===== config.mk =====
export PLATFORM = sky130hd
export DESIGN_NAME = pedal_range_autocalibrator
export DESIGN_NICKNAME = d
export VERILOG_FILES = /design/src/rtl/pra_pkg.sv /design/src/rtl/pra_ram.sv /design/src/rtl/pra_front.sv /design/src/rtl/pra_queue.sv /design/src/rtl/pra_back.sv /design/src/rtl/pedal_range_autocalibrator.sv
export SDC_FILE = /design/constraint.sdc
export NUM_CORES = 1
export LEC_CHECK = 0
export ABC_AREA = 0
export BUFFER_PORTS_ARGS = -buffer_cell sky130_fd_sc_hd__buf_2
export CORE_ASPECT_RATIO = 0.8
export CORE_UTILIZATION = 35
export CTS_BUF_LIST = sky130_fd_sc_hd__clkbuf_8
export CTS_CLUSTER_SIZE = 40
export DETAILED_ROUTE_END_ITERATION = 10
export PLACE_DENSITY = 0.58
export RECOVER_POWER = 100
export SYNTH_ARGS = -nofsm -noshare
export SYNTH_HDL_FRONTEND = slang
export SYNTH_SLANG_ARGS = --single-unit

===== constraint.sdc =====
create_clock -name i_clk -period 4.7 [get_ports i_clk]
set_input_delay 0.47 -clock i_clk [delete_from_list [all_inputs] [get_ports i_clk]]
set_output_delay 0.47 -clock i_clk [all_outputs]
set_load 0.1 [all_outputs]

===== src/rtl/pra_pkg.sv =====
// pra_pkg: shared types, constants and register indexes of the pedal range autocalibrator
// depends on nothing; used by every rtl file of the block but pra_ram
`timescale 1ns / 1ps
package pra_pkg;

    // widths of the item and register fields
    localparam int SAMPLE_W   = 10;
    localparam int MARGIN_W   = 8;
    localparam int OVERRIDE_W = 11;
    localparam int BOUND_W    = 12;
    localparam int CFG_IDX_W  = 3;
    localparam int CFG_DATA_W = 11;

    // default ring depth
    localparam int HISTORY_DEPTH_DEF = 8;

    // quotient bits produced by each serial divide
    localparam int DIV_STEPS = 10;
    localparam int DIV_CNT_W = $clog2(DIV_STEPS);

    // register indexes
    localparam logic [CFG_IDX_W-1:0] REG_THRESHOLD = 3'd0;
    localparam logic [CFG_IDX_W-1:0] REG_MARGIN    = 3'd1;
    localparam logic [CFG_IDX_W-1:0] REG_CAL_EN    = 3'd2;
    localparam logic [CFG_IDX_W-1:0] REG_CHG_DIV   = 3'd3;
    localparam logic [CFG_IDX_W-1:0] REG_OVERRIDE  = 3'd4;

    // register reset values
    localparam logic [SAMPLE_W-1:0]   THRESHOLD_RST = 10'd16;
    localparam logic [MARGIN_W-1:0]   MARGIN_RST    = 8'd8;
    localparam logic                  CAL_EN_RST    = 1'b1;
    localparam logic [SAMPLE_W-1:0]   CHG_DIV_RST   = 10'd1;
    localparam logic [OVERRIDE_W-1:0] OVERRIDE_RST  = 11'h7FF;

    // bound and scan constants
    localparam logic signed [BOUND_W-1:0] LOW_BOUND_RST  = 12'sd1024;
    localparam logic signed [BOUND_W-1:0] HIGH_BOUND_RST = -12'sd1;
    localparam logic signed [BOUND_W-1:0] SCAN_TOP_INIT  = -12'sd1;
    localparam logic signed [BOUND_W-1:0] SCAN_BOT_INIT  = 12'sd1024;
    localparam logic [SAMPLE_W-1:0]       POS_MAX        = 10'd1023;
    localparam logic [SAMPLE_W-1:0]       DIV_ONE        = 10'd1;

    typedef struct packed {
        logic [SAMPLE_W-1:0]   threshold;
        logic [MARGIN_W-1:0]   margin;
        logic                  calibrate_enable;
        logic [SAMPLE_W-1:0]   change_divider;
        logic [OVERRIDE_W-1:0] override_value;
    } t_cfg;

    // classified item passed from front to back
    typedef struct packed {
        logic [SAMPLE_W-1:0] value;
        logic                present;    // above threshold, enters the ring
        logic                qualifies;  // runs the bound update
    } t_item;

    typedef struct packed {
        logic [SAMPLE_W-1:0] scaled_position;
        logic [SAMPLE_W-1:0] held_sample;
        logic                is_calibrated;
        logic                position_changed;
    } t_result;

    typedef enum logic [2:0] {
        ST_IDLE,
        ST_SCAN,
        ST_BOUND,
        ST_PREP,
        ST_DIV,
        ST_QDIV,
        ST_DONE
    } t_state;

endpackage


===== src/rtl/pra_ram.sv =====
// pra_ram: generic single write port, single read port ram with registered read
// depends on nothing
`timescale 1ns / 1ps
module pra_ram #(
    parameter int WIDTH = 10,
    parameter int DEPTH = 8
) (
    input  logic                     i_clk,
    input  logic                     i_we,
    input  logic [$clog2(DEPTH)-1:0] i_waddr,
    input  logic [WIDTH-1:0]         i_wdata,
    input  logic [$clog2(DEPTH)-1:0] i_raddr,
    output logic [WIDTH-1:0]         o_rdata
);

    logic [WIDTH-1:0] r_mem [DEPTH];
    logic [WIDTH-1:0] r_rdata;

    // write port and registered read
    always_ff @(posedge i_clk) begin
        if (i_we) begin
            r_mem[i_waddr] <= i_wdata;
        end
        r_rdata <= r_mem[i_raddr];
    end

    assign o_rdata = r_rdata;

endmodule


===== src/rtl/pra_front.sv =====
// pra_front: input handshake, override selection and threshold classification
// depends on pra_pkg
`timescale 1ns / 1ps
module pra_front (
    input  logic                          i_in_valid,
    input  logic [pra_pkg::SAMPLE_W-1:0]  i_sample,
    output logic                          o_in_ready,
    input  pra_pkg::t_cfg                 i_cfg,
    input  logic                          i_full,
    output logic                          o_push,
    output pra_pkg::t_item                o_item
);

    logic [pra_pkg::SAMPLE_W-1:0] held;

    // override replaces the sample while its sign bit is clear
    always_comb begin
        if (!i_cfg.override_value[pra_pkg::OVERRIDE_W-1]) begin
            held = i_cfg.override_value[pra_pkg::SAMPLE_W-1:0];
        end else begin
            held = i_sample;
        end
    end

    // classify against the threshold
    always_comb begin
        o_item.value     = held;
        o_item.present   = held > i_cfg.threshold;
        o_item.qualifies = i_cfg.calibrate_enable && (held >= i_cfg.threshold);
    end

    assign o_in_ready = !i_full;
    assign o_push     = i_in_valid && !i_full;

endmodule


===== src/rtl/pra_queue.sv =====
// pra_queue: two entry queue of classified items between front and back
// depends on pra_pkg
`timescale 1ns / 1ps
module pra_queue (
    input  logic           i_clk,
    input  logic           i_rst_n,
    input  logic           i_push,
    input  pra_pkg::t_item i_item,
    output logic           o_full,
    input  logic           i_pop,
    output logic           o_valid,
    output pra_pkg::t_item o_item
);

    pra_pkg::t_item r_slot [2];
    logic           r_wp;
    logic           r_rp;
    logic [1:0]     r_count;

    // entry storage
    always_ff @(posedge i_clk) begin
        if (i_push) begin
            r_slot[r_wp] <= i_item;
        end
    end

    // pointers and occupancy
    always_ff @(posedge i_clk) begin
        if (!i_rst_n) begin
            r_wp    <= 1'b0;
            r_rp    <= 1'b0;
            r_count <= 2'd0;
        end else begin
            if (i_push) begin
                r_wp <= !r_wp;
            end
            if (i_pop) begin
                r_rp <= !r_rp;
            end
            if (i_push && !i_pop) begin
                r_count <= r_count + 2'd1;
            end else if (i_pop && !i_push) begin
                r_count <= r_count - 2'd1;
            end
        end
    end

    assign o_full  = r_count == 2'd2;
    assign o_valid = r_count != 2'd0;
    assign o_item  = r_slot[r_rp];

endmodule


===== src/rtl/pra_back.sv =====
// pra_back: ring update, bound scan, serial scaling divide and change detection
// depends on pra_pkg and pra_ram
`timescale 1ns / 1ps
module pra_back #(
    parameter int HISTORY_DEPTH = pra_pkg::HISTORY_DEPTH_DEF
) (
    input  logic                 i_clk,
    input  logic                 i_rst_n,
    input  pra_pkg::t_cfg        i_cfg,
    input  logic                 i_valid,
    input  pra_pkg::t_item       i_item,
    output logic                 o_pop,
    output logic                 o_out_valid,
    input  logic                 i_out_ready,
    output pra_pkg::t_result     o_result
);

    localparam int AW = $clog2(HISTORY_DEPTH);
    localparam int CW = $clog2(HISTORY_DEPTH + 1);
    localparam logic [CW-1:0] DEPTH_C = CW'(HISTORY_DEPTH);
    localparam logic [AW-1:0] LAST_SLOT = AW'(HISTORY_DEPTH - 1);
    localparam logic [pra_pkg::DIV_CNT_W-1:0] STEP_LAST =
        pra_pkg::DIV_CNT_W'(pra_pkg::DIV_STEPS - 1);
    localparam int SW = pra_pkg::SAMPLE_W;
    localparam int BW = pra_pkg::BOUND_W;

    pra_pkg::t_state r_state, n_state;

    pra_pkg::t_item          r_item,     n_item;
    logic [AW-1:0]           r_slot,     n_slot;
    logic [CW-1:0]           r_fill,     n_fill;
    logic [CW-1:0]           r_idx,      n_idx;
    logic                    r_pend_ok,  n_pend_ok;
    logic signed [BW-1:0]    r_top,      n_top;
    logic signed [BW-1:0]    r_bottom,   n_bottom;
    logic signed [BW-1:0]    r_low,      n_low;
    logic signed [BW-1:0]    r_high,     n_high;
    logic [BW-1:0]           r_rem,      n_rem;
    logic [BW-1:0]           r_den,      n_den;
    logic [SW-1:0]           r_quo,      n_quo;
    logic [SW-1:0]           r_scaled,   n_scaled;
    logic [pra_pkg::DIV_CNT_W-1:0] r_cnt, n_cnt;
    logic [SW-1:0]           r_da,       n_da;
    logic [SW-1:0]           r_db,       n_db;
    logic [SW-1:0]           r_ra,       n_ra;
    logic [SW-1:0]           r_rb,       n_rb;
    logic [SW-1:0]           r_last,     n_last;
    pra_pkg::t_result        r_out,      n_out;
    logic                    r_out_valid, n_out_valid;

    logic                    ram_we;
    logic [SW-1:0]           ram_rdata;
    logic                    out_free;
    logic                    div_last;

    // scan and divide helpers
    logic signed [BW-1:0]    hist_s;
    logic signed [BW-1:0]    sample_s;
    logic signed [BW-1:0]    margin_s;
    logic signed [BW-1:0]    cand_low;
    logic signed [BW-1:0]    cand_high;
    logic [BW:0]             rem_sh;
    logic                    rem_bit;
    logic [SW-1:0]           divisor;
    logic [SW:0]             qa_sh;
    logic [SW:0]             qb_sh;
    logic                    qa_bit;
    logic                    qb_bit;

    // ring of recent samples
    pra_ram #(
        .WIDTH(SW),
        .DEPTH(HISTORY_DEPTH)
    ) u_hist (
        .i_clk   (i_clk),
        .i_we    (ram_we),
        .i_waddr (r_slot),
        .i_wdata (i_item.value),
        .i_raddr (r_idx[AW-1:0]),
        .o_rdata (ram_rdata)
    );

    assign o_pop    = (r_state == pra_pkg::ST_IDLE) && i_valid;
    assign ram_we   = o_pop && i_item.present;
    assign out_free = !r_out_valid || i_out_ready;
    assign div_last = r_cnt == STEP_LAST;

    assign hist_s    = $signed({{(BW - SW){1'b0}}, ram_rdata});
    assign sample_s  = $signed({{(BW - SW){1'b0}}, r_item.value});
    assign margin_s  = $signed({{(BW - pra_pkg::MARGIN_W){1'b0}}, i_cfg.margin});
    assign cand_low  = r_top + margin_s;
    assign cand_high = r_bottom - margin_s;

    // one step of the scaling divide
    assign rem_sh  = {r_rem, 1'b0};
    assign rem_bit = rem_sh >= {1'b0, r_den};

    // one step of both quantizing divides
    assign divisor = (i_cfg.change_divider == '0) ? pra_pkg::DIV_ONE : i_cfg.change_divider;
    assign qa_sh   = {r_ra, r_da[SW-1]};
    assign qb_sh   = {r_rb, r_db[SW-1]};
    assign qa_bit  = qa_sh >= {1'b0, divisor};
    assign qb_bit  = qb_sh >= {1'b0, divisor};

    // next state
    always_comb begin
        n_state = r_state;
        case (r_state)
            pra_pkg::ST_IDLE: begin
                if (i_valid) begin
                    n_state = pra_pkg::ST_SCAN;
                end
            end
            pra_pkg::ST_SCAN: begin
                if (r_idx == DEPTH_C) begin
                    n_state = pra_pkg::ST_BOUND;
                end
            end
            pra_pkg::ST_BOUND: n_state = pra_pkg::ST_PREP;
            pra_pkg::ST_PREP: begin
                if ((r_high > r_low) && (sample_s > r_low) && (sample_s < r_high)) begin
                    n_state = pra_pkg::ST_DIV;
                end else begin
                    n_state = pra_pkg::ST_QDIV;
                end
            end
            pra_pkg::ST_DIV: begin
                if (div_last) begin
                    n_state = pra_pkg::ST_QDIV;
                end
            end
            pra_pkg::ST_QDIV: begin
                if (div_last) begin
                    n_state = pra_pkg::ST_DONE;
                end
            end
            pra_pkg::ST_DONE: begin
                if (out_free) begin
                    n_state = pra_pkg::ST_IDLE;
                end
            end
            default: n_state = pra_pkg::ST_IDLE;
        endcase
    end

    // datapath per state
    always_comb begin
        n_item      = r_item;
        n_slot      = r_slot;
        n_fill      = r_fill;
        n_idx       = r_idx;
        n_pend_ok   = r_pend_ok;
        n_top       = r_top;
        n_bottom    = r_bottom;
        n_low       = r_low;
        n_high      = r_high;
        n_rem       = r_rem;
        n_den       = r_den;
        n_quo       = r_quo;
        n_scaled    = r_scaled;
        n_cnt       = r_cnt;
        n_da        = r_da;
        n_db        = r_db;
        n_ra        = r_ra;
        n_rb        = r_rb;
        n_last      = r_last;
        n_out       = r_out;
        n_out_valid = r_out_valid && !i_out_ready;
        case (r_state)
            pra_pkg::ST_IDLE: begin
                // take the item, write the ring, start the scan
                if (i_valid) begin
                    n_item    = i_item;
                    n_idx     = '0;
                    n_pend_ok = 1'b0;
                    n_top     = pra_pkg::SCAN_TOP_INIT;
                    n_bottom  = pra_pkg::SCAN_BOT_INIT;
                    if (i_item.present) begin
                        n_slot = (r_slot == LAST_SLOT) ? '0 : r_slot + 1'b1;
                        if (r_fill != DEPTH_C) begin
                            n_fill = r_fill + 1'b1;
                        end
                    end
                end
            end
            pra_pkg::ST_SCAN: begin
                // read data is registered, so it belongs to the previous address
                if (r_pend_ok && (ram_rdata > i_cfg.threshold)) begin
                    if (hist_s > r_top) begin
                        n_top = hist_s;
                    end
                    if (hist_s < r_bottom) begin
                        n_bottom = hist_s;
                    end
                end
                if (r_idx != DEPTH_C) begin
                    n_pend_ok = r_idx < r_fill;
                    n_idx     = r_idx + 1'b1;
                end
            end
            pra_pkg::ST_BOUND: begin
                if (r_item.qualifies) begin
                    if (cand_low < r_low) begin
                        n_low = cand_low;
                    end
                    if (cand_high > r_high) begin
                        n_high = cand_high;
                    end
                end
            end
            pra_pkg::ST_PREP: begin
                // clamp cases skip the scaling divide
                n_cnt = '0;
                n_rem = $unsigned(sample_s - r_low);
                n_den = $unsigned(r_high - r_low);
                if (!(r_high > r_low) || (sample_s <= r_low)) begin
                    n_scaled = '0;
                end else begin
                    n_scaled = pra_pkg::POS_MAX;
                end
                n_da = r_last;
                n_db = n_scaled;
                n_ra = '0;
                n_rb = '0;
            end
            pra_pkg::ST_DIV: begin
                // fraction bits of (v - low) / (high - low)
                n_rem = rem_bit ? BW'(rem_sh - {1'b0, r_den}) : rem_sh[BW-1:0];
                n_quo = {r_quo[SW-2:0], rem_bit};
                n_cnt = r_cnt + 1'b1;
                if (div_last) begin
                    n_cnt    = '0;
                    n_scaled = {r_quo[SW-2:0], rem_bit};
                    n_da     = r_last;
                    n_db     = {r_quo[SW-2:0], rem_bit};
                    n_ra     = '0;
                    n_rb     = '0;
                end
            end
            pra_pkg::ST_QDIV: begin
                // last reported and new position divided side by side
                n_ra  = qa_bit ? SW'(qa_sh - {1'b0, divisor}) : qa_sh[SW-1:0];
                n_rb  = qb_bit ? SW'(qb_sh - {1'b0, divisor}) : qb_sh[SW-1:0];
                n_da  = {r_da[SW-2:0], qa_bit};
                n_db  = {r_db[SW-2:0], qb_bit};
                n_cnt = r_cnt + 1'b1;
            end
            pra_pkg::ST_DONE: begin
                // hand the result to the output register
                if (out_free) begin
                    n_out.scaled_position  = r_scaled;
                    n_out.held_sample      = r_item.value;
                    n_out.is_calibrated    = r_low < r_high;
                    n_out.position_changed = r_da != r_db;
                    n_out_valid            = 1'b1;
                    if (r_da != r_db) begin
                        n_last = r_scaled;
                    end
                end
            end
            default: ;
        endcase
    end

    // control registers
    always_ff @(posedge i_clk) begin
        if (!i_rst_n) begin
            r_state     <= pra_pkg::ST_IDLE;
            r_slot      <= '0;
            r_fill      <= '0;
            r_low       <= pra_pkg::LOW_BOUND_RST;
            r_high      <= pra_pkg::HIGH_BOUND_RST;
            r_last      <= '0;
            r_out_valid <= 1'b0;
        end else begin
            r_state     <= n_state;
            r_slot      <= n_slot;
            r_fill      <= n_fill;
            r_low       <= n_low;
            r_high      <= n_high;
            r_last      <= n_last;
            r_out_valid <= n_out_valid;
        end
    end

    // working registers
    always_ff @(posedge i_clk) begin
        r_item    <= n_item;
        r_idx     <= n_idx;
        r_pend_ok <= n_pend_ok;
        r_top     <= n_top;
        r_bottom  <= n_bottom;
        r_rem     <= n_rem;
        r_den     <= n_den;
        r_quo     <= n_quo;
        r_scaled  <= n_scaled;
        r_cnt     <= n_cnt;
        r_da      <= n_da;
        r_db      <= n_db;
        r_ra      <= n_ra;
        r_rb      <= n_rb;
        r_out     <= n_out;
    end

    assign o_out_valid = r_out_valid;
    assign o_result    = r_out;

endmodule


===== src/rtl/pedal_range_autocalibrator.sv =====
// pedal_range_autocalibrator: top level with configuration registers, front, queue and back
// depends on pra_pkg, pra_front, pra_queue, pra_back
`timescale 1ns / 1ps
// Usage
// - input channel: i_in_valid / o_in_ready carry one 10-bit sample per item
// - output channel: o_out_valid / i_out_ready carry one result per item:
//   scaled position, held sample, calibrated flag and changed flag
// - configuration: i_cfg_we writes i_cfg_data into register i_cfg_idx
//   (0 threshold, 1 margin, 2 calibrate enable, 3 change divider,
//   4 override value); write only while no item is in flight
// - the back end takes a new item only after it is through with the last one:
//   one ram read per ring entry for the bound scan, then the 10-step scaling
//   divide (skipped when the position clamps) and the 10-step quantizing
//   divides, all sharing one step counter
// - a two entry queue lets the input side accept items while the back end works
// - reset (synchronous, active low) clears the ring fill count, bounds,
//   last reported position, queue and output valid; registers take defaults
// - while the receiver stalls the result holds in the output register; the
//   back end then waits and the queue absorbs up to two more items
module pedal_range_autocalibrator #(
    parameter int HISTORY_DEPTH = pra_pkg::HISTORY_DEPTH_DEF
) (
    input  logic                             i_clk,
    input  logic                             i_rst_n,
    input  logic                             i_in_valid,
    output logic                             o_in_ready,
    input  logic [pra_pkg::SAMPLE_W-1:0]     i_sample,
    output logic                             o_out_valid,
    input  logic                             i_out_ready,
    output logic [pra_pkg::SAMPLE_W-1:0]     o_scaled_position,
    output logic [pra_pkg::SAMPLE_W-1:0]     o_held_sample,
    output logic                             o_is_calibrated,
    output logic                             o_position_changed,
    input  logic                             i_cfg_we,
    input  logic [pra_pkg::CFG_IDX_W-1:0]    i_cfg_idx,
    input  logic [pra_pkg::CFG_DATA_W-1:0]   i_cfg_data
);

    pra_pkg::t_cfg    r_cfg;
    pra_pkg::t_item   push_item;
    pra_pkg::t_item   head_item;
    pra_pkg::t_result result;
    logic             push;
    logic             full;
    logic             head_valid;
    logic             pop;

    // configuration registers
    always_ff @(posedge i_clk) begin
        if (!i_rst_n) begin
            r_cfg.threshold        <= pra_pkg::THRESHOLD_RST;
            r_cfg.margin           <= pra_pkg::MARGIN_RST;
            r_cfg.calibrate_enable <= pra_pkg::CAL_EN_RST;
            r_cfg.change_divider   <= pra_pkg::CHG_DIV_RST;
            r_cfg.override_value   <= pra_pkg::OVERRIDE_RST;
        end else if (i_cfg_we) begin
            case (i_cfg_idx)
                pra_pkg::REG_THRESHOLD: r_cfg.threshold <= i_cfg_data[pra_pkg::SAMPLE_W-1:0];
                pra_pkg::REG_MARGIN:    r_cfg.margin    <= i_cfg_data[pra_pkg::MARGIN_W-1:0];
                pra_pkg::REG_CAL_EN:    r_cfg.calibrate_enable <= i_cfg_data[0];
                pra_pkg::REG_CHG_DIV:
                    r_cfg.change_divider <= i_cfg_data[pra_pkg::SAMPLE_W-1:0];
                pra_pkg::REG_OVERRIDE:  r_cfg.override_value <= i_cfg_data;
                default: ;
            endcase
        end
    end

    // front: accept and classify
    pra_front u_front (
        .i_in_valid (i_in_valid),
        .i_sample   (i_sample),
        .o_in_ready (o_in_ready),
        .i_cfg      (r_cfg),
        .i_full     (full),
        .o_push     (push),
        .o_item     (push_item)
    );

    // queue between front and back
    pra_queue u_queue (
        .i_clk   (i_clk),
        .i_rst_n (i_rst_n),
        .i_push  (push),
        .i_item  (push_item),
        .o_full  (full),
        .i_pop   (pop),
        .o_valid (head_valid),
        .o_item  (head_item)
    );

    // back: calibration and scaling
    pra_back #(
        .HISTORY_DEPTH(HISTORY_DEPTH)
    ) u_back (
        .i_clk       (i_clk),
        .i_rst_n     (i_rst_n),
        .i_cfg       (r_cfg),
        .i_valid     (head_valid),
        .i_item      (head_item),
        .o_pop       (pop),
        .o_out_valid (o_out_valid),
        .i_out_ready (i_out_ready),
        .o_result    (result)
    );

    assign o_scaled_position  = result.scaled_position;
    assign o_held_sample      = result.held_sample;
    assign o_is_calibrated    = result.is_calibrated;
    assign o_position_changed = result.position_changed;

endmodule


==> results of run 1 <==
## placed cells by master (no fill, tap or decap), types with 20 or more instances in the layout
master,count
o21ai_0,42
inv_1,130
xor2_1,30
edfxtp_1,251
nor3_1,23
a21oi_1,96
a211oi_1,23
nand2b_1,20
nor2b_1,25
nor2_1,122
clkbuf_1,49
nand2_1,139
buf_2,25
a21o_1,35
dfxtp_1,100
ha_1,153
clkbuf_8,62
mux2i_1,59
mux4_2,20
xnor2_1,43
nand3_1,33
mux2_1,23
## area by class of cell
type	instances	area [sq um]
fill	5156	31800
sequential	351	9540
multi-input combinational	1096	8240
tap	693	867
clock buffer	62	853
inverter	121	455
timing repair buffer	76	324
clock inverter	38	268
antenna	1	2.50
## metal layers
metal | up-vias | GRT usage | wire (microns)
met5 | - | 0 | 0
met4 | 0 | 0.0349 | 710
met3 | 60 | 0.0284 | 2580
met2 | 303 | 0.256 | 19800
met1 | 6026 | 0.252 | 22500
li1 | 6083 | - | -
## path summary, 6_finish.rpt
path	to	depth (start not counted)	slack, ns	from
max	u_back.r_low[10]$_SDFFE_PN1P_	15	0.57	u_back.r_top[0]$_SDFFCE_PN1P_
min	r_cfg[10]$_SDFFE_PN1P_	3	0.06	i_cfg_data[10]
max reg2reg	u_back.r_low[10]$_SDFFE_PN1P_	15	0.57	u_back.r_top[0]$_SDFFCE_PN1P_
min reg2reg	u_back.o_result[21]$_DFFE_PP_	0	0.45	u_back.r_scaled[9]$_DFFE_PP_
## through the flow
stage | std cells | area (sq um) | utilization | hold WS [ns]
floorplan | 1616 | 18500 | - | 0.426
global placement | 2337 | 19600 | 0.375 | 0.439
detailed placement | 2337 | 19600 | 0.375 | 0.437
CTS | 2437 | 20700 | 0.396 | 0.0109
global route | 2437 | 20500 | 0.392 | 0.0428
finish | 2438 | 20600 | 0.392 | 0.0621
## critical path, stage by stage, from the launching register on
cell and delay, ns:
edfxtp_1 0.41, ha_1 0.23, fa_1 0.41, a21o_1 0.17, a21oi_1 0.22, o21bai_1 0.13
o21ai_0 0.21, xnor2_1 0.11, ha_1 0.29, nand3_1 0.10, nor2_1 0.11, a2111oi_0 0.08
o2111a_1 0.28, a31oi_2 0.81, mux2i_1 0.26, nand2_1 0.09
## flip-flops by register name, summed over array words and instances (netlist names), 11 cells and up, named ones only
| signal | count |
|---|---|
| u_back.r_rem | 12 |
| u_back.u_hist.r_mem | 80 |
| u_back.r_high | 12 |
| u_back.r_bottom | 11 |
| u_back.r_low | 12 |
| r_cfg | 40 |
| u_back.r_top | 11 |
| u_back.r_den | 12 |
| u_queue.r_slot | 24 |
| u_back.o_result | 22 |
| u_back.r_item | 11 |
## cell families (layout without fill, tap and decap cells)
| kind of cell | count (synthesis) | count (layout) | share of synthesized area |
|---|---|---|---|
| buf+inv | 169 | 297 | 0.0370 |
| simple gates | 452 | 452 | 0.116 |
| xor+xnor | 73 | 73 | 0.0345 |
| other cells | 0 | 1 | 0 |
| flops | 351 | 351 | 0.515 |
| mux | 120 | 120 | 0.0812 |
| compound gates | 291 | 291 | 0.105 |
| fa+ha+maj | 160 | 160 | 0.111 |
## power groups by stage
stage | clock network [mW] | logic (mW) | registers (mW)
floorplan | 0 | 2.35 | 4.08
global placement | 0 | 3.07 | 4.33
detailed placement | 0 | 3.11 | 4.35
CTS | 2.74 | 3.14 | 4.28
global route | 2.86 | 3.44 | 4.32
finish | 2.66 | 3.06 | 4.29
==> run metrics, run 1 <==
cell taking the most area after synthesis edfxtp_1; CTS Buffer Depth 3; Post-synth top cells edfxtp_1 (251), ha_1 (153), nand2_1 (139); post-route DRC violation count 0; post-CTS sizing 0; # setup viols final 0; Flop pwr share 0.429; core area approximately 52000 sq um; top cells by area, synth edfxtp_1 (41%), dfxtp_1 (11%), ha_1 (10%); Power Total 10.0 mW; via count 12500; Final GP Congestion 0.895; Netlist cell types 75; Cell Area, Synth 18500 sq um; Worst Path Required 5.09 ns; largest net degree at the start of global routing 39; Comb pwr share 0.306; Max Freq 0.242 GHz; Setup TNS Final 0 ns; CTS sink count 351; Vias/cell 5.12; Worst Hold Class primary input to register; synth-to-layout area growth 11.0%; layout cell share with drive strength beyond 1 0.0854; Most used DFF post-synth edfxtp_1; Buffers on Ports 52; most frequent cell after synthesis edfxtp_1; crit-path max FO 15; Hold Fails Final Rpt 0; outcome finished with violations; fin crit share 0.879; relative slew slack -0.850; switching share of total power 0.342; synthesized flop and latch total 351; FP Rows 75; clk_skew 0.0414 ns; P_sw 3.43 mW; RSZ-0062 raised after global routing no; max_cap viols 4; Clock Latency Late Sink 0.62 ns; Mapped Cells roughly 1600; initial antenna violation count 1; register area share after synthesis 0.515; Root Buffer clkbuf_8; Antenna Violating Nets Remaining 0; Die W 259 microns; clk slew on worst S/H paths 0.07 ns; Static Leak 7.87 nW; die height roughly 210 microns; P per Cell Area approximately 500 nW/um^2; Global Route Usage Sum 0.169; final wirelength 45600 microns; TritonRoute pass-1 iters 5; wire per inst 18.7 microns; Syn Area/Cell between 10 and 15 sq um; endpoint class of the critical path register; internal power about 6.6 mW; hpwl dp 33700 microns; clock network power share 0.265; EDFF count, synth 251; setup bufs post-CTS 0; drt initial violations 817; failing checks capacitance limit, slew limit; CP arrival 4.52 ns; TritonCTS clock tree built; hold_buf cts 0; nets about 1900; Syn Nets approximately 1800; worst slew pin tran 2.75 ns; TritonCTS Buffers 54; die area 53800 sq um; CP Class register to register; Place WS 0.663 ns; crit path setup slack, layout about 0.57 ns; Worst Setup Start Kind register; Ys Warns 0; Initial Utilization 0.354; Max VDD drop between 200 and 250 uV; vias in the first global route 12200; Top Ports 53; asr flop ratio synth 0; CTS HTree Levels 2; grt ovf 0; Slew Viols, Final 100; post-synth top area share 0.407; minimum clock period 4.13 ns; first-pass GRT wire length between 70000 and 80000 microns
Power figures use the tool's default switching activity.
==> run 2, diff against run 1 <==
--- a/config.mk
+++ b/config.mk
@@ -8,11 +8,12 @@
 export ABC_AREA = 0
 export BUFFER_PORTS_ARGS = -buffer_cell sky130_fd_sc_hd__buf_2
 export CORE_ASPECT_RATIO = 0.8
-export CORE_UTILIZATION = 35
+export CORE_MARGIN = 10
+export CORE_UTILIZATION = 38
 export CTS_BUF_LIST = sky130_fd_sc_hd__clkbuf_8
 export CTS_CLUSTER_SIZE = 40
 export DETAILED_ROUTE_END_ITERATION = 10
-export PLACE_DENSITY = 0.58
+export PLACE_DENSITY = 0.61
 export RECOVER_POWER = 100
 export SYNTH_ARGS = -nofsm -noshare
 export SYNTH_HDL_FRONTEND = slang
==> constraint.sdc (replaced) <==
create_clock -name i_clk -period 4.91 [get_ports i_clk]
set_input_delay 0.491 -clock i_clk [delete_from_list [all_inputs] [get_ports i_clk]]
set_output_delay 0.491 -clock i_clk [all_outputs]
set_load 0.1 [all_outputs]
==> run 2 against run 1 <==
Effect of this change: the flow still finishes with violations (capacitance limit, slew limit); hold slack improved by 0.047 ns; via count rose by 1.5%; die area rose by 7.8%; critical endpoint is now u_back.r_ra[2]$_SDFFCE_PN0P_; largest cell class unchanged.
==> run metrics, run 2 (synthesis gave the netlist of run 1 again) <==
outcome finished with violations; failing checks capacitance limit, slew limit; TritonCTS clock tree built; grt ovf 0 (unchanged); hpwl dp 34300 microns (+1.7%); worst slew pin tran 2.37 ns (-0.377 ns); die area 58000 sq um (+7.8%); clk_skew 0.0350 ns (-0.00639 ns); CTS sink count 351 (unchanged); final wirelength 46700 microns (+2.5%); critical path's top delay family compound AO/OA/AOI/OAI gates; Placed Area 19500 sq um (-0.37%); crit-path max FO 27 (+12); drt initial violations 1075 (+32%); Slew Viols, Final 138 (+38%); fin crit share 0.863 (-0.0160); max FFs per register 80 (unchanged); Setup TNS Final 0 ns (unchanged); commonest cells after routing, fill and taps aside edfxtp_1 (251), ha_1 (153), inv_1 (139), nand2_1 (139), nor2_1 (122); reg-to-reg startpoint u_back.r_state[2]$_SDFFE_PN0P_; Static Leak 7.99 nW (+1.6%); CTS HTree Levels 2 (unchanged); CP Class register to register; Max Freq 0.236 GHz (-2.5%); FP Rows 72 (-4.0%); Buffers on Ports 52 (unchanged); Antenna Violating Nets Remaining 0 (unchanged); worst path bufs/invs 2 (+2); final cell count without fillers 2383 (-2.3%); relative slew slack -0.596 (+0.254); Worst Hold Class primary input to register; RSZ-0062 raised after global routing no; Vias/cell 5.31 (+3.9%); commonest non-fill, non-tap cell in the layout edfxtp_1; Worst Path Required 5.23 ns (+0.14 ns); Finished Cell Area 20600 sq um (+0.40%); die height 217 microns (+4.7%); dpl cells 2274 (-2.7%); Hold Fails Final Rpt 0 (unchanged); Top Ports 53 (unchanged); Clock Latency Late Sink 0.67 ns (+0.05 ns); post-route DRC violation count 0 (unchanged); initial antenna violation count 0 (-1); core area 48300 sq um (-7.8%); antenna cells 0 (-1); crit-path max cell delay 1.85 ns (+1.04 ns); TritonCTS Buffers 57 (+5.6%); Final GP Congestion 0.873 (-2.5%); largest net degree at the start of global routing 46 (+18%); Util after Layout 0.427 (+0.0348); nets 1894 (+0.26%); CTS Buffer Depth 3 (unchanged); Worst Setup Start Kind register; Top reg by flops u_back.u_hist.r_mem; max_cap viols 5 (+1); Die W 267 microns (+2.9%); layout cell share with drive strength beyond 1 0.0924 (+0.00692); Initial Utilization 0.383 (+0.0299); via count 12700 (+1.5%); min-delay src i_cfg_data[9]; first-pass GRT wire length 72900 microns (+3.3%); wire per inst 19.6 microns (+4.8%); P per Cell Area 472 nW/um^2 (-3.1%); synth-to-layout area growth 11.4%; post-CTS sizing 0 (unchanged); clk slew on worst S/H paths 0.06 ns (about the same); endpoint class of the critical path register; # setup viols final 0 (unchanged); CP Launch Point u_back.r_state[2]$_SDFFE_PN0P_; CP max-delay cell o21ai_0; minimum clock period 4.24 ns (+0.106 ns); critical-path cell list clkbuf_1, nand2b_1, o21ai_0, buf_4; Largest regs u_back.u_hist.r_mem: 80 flops, r_cfg: 40 flops, u_queue.r_slot: 24 flops; TritonRoute pass-1 iters 5 (unchanged); Max VDD drop 241 uV (-2.5%); Root Buffer clkbuf_8; vias in the first global route 12600 (+3.3%); CP arrival 4.56 ns (+0.04 ns); Global Route Usage Sum 0.161 (-0.00833)
[run 2: cell type report]
cell class / count / area (sq um)
sequential: 351 / 9540
clock inverter: 39 / 284
tap: 629 / 787
multi-input combinational: 1096 / 8270
inverter: 121 / 459
fill: 4585 / 27700
timing repair buffer: 78 / 349
clock buffer: 69 / 950
[run 2: what timing repair did]
action | 4_1_cts | 5_1_grt
buffers inserted | 0 | 0
hold endpoints to repair | 1 | 0
hold buffers | 1 | 0
[run 2: worst paths after layout]
path                                       end  slack [ns]  cells after the start
setup reg to reg  u_back.r_ra[2]$_SDFFCE_PN0P_        0.67                      4
hold / removal           r_cfg[9]$_SDFFE_PN1P_        0.11                      3
setup / recovery  u_back.r_ra[2]$_SDFFCE_PN0P_        0.67                      4
hold reg to reg         r_cfg[31]$_SDFFE_PN0P_        0.46                      2
[run 2: tightest hold or removal path: stages]
cell     delay, ns
buf_2         0.13
nand2_1       0.05
nand3_1       0.07
[run 2: power breakdown]
part	internal (mW)	switching (mW)	total [mW]
Combinational	1.24	1.68	2.92
Clock	1.45	1.25	2.69
Sequential	3.70	0.429	4.13
Total	6.38	3.35	9.74
[run 2: routing by layer]
| layer | share of wire | routed length, microns | up-vias | track usage |
|---|---|---|---|---|
| met3 | 0.062 | 2920 | 78 | 0.0295 |
| met5 | 0 | 0 | - | 0 |
| li1 | - | - | 6091 | - |
| met1 | 0.49 | 23100 | 6136 | 0.237 |
| met4 | 0.022 | 1010 | 0 | 0.0446 |
| met2 | 0.42 | 19700 | 356 | 0.236 |
[run 2: per-stage QoR]
stage               power [mW]  worst slack [ns]  hold WS, ns
detailed placement        7.12             0.908        0.444
CTS                       9.85             0.839       0.0606
floorplan                 6.16             0.826        0.426
global placement          7.03              1.05        0.443
finish                    9.74             0.673        0.109
global route              10.3             0.347       0.0780
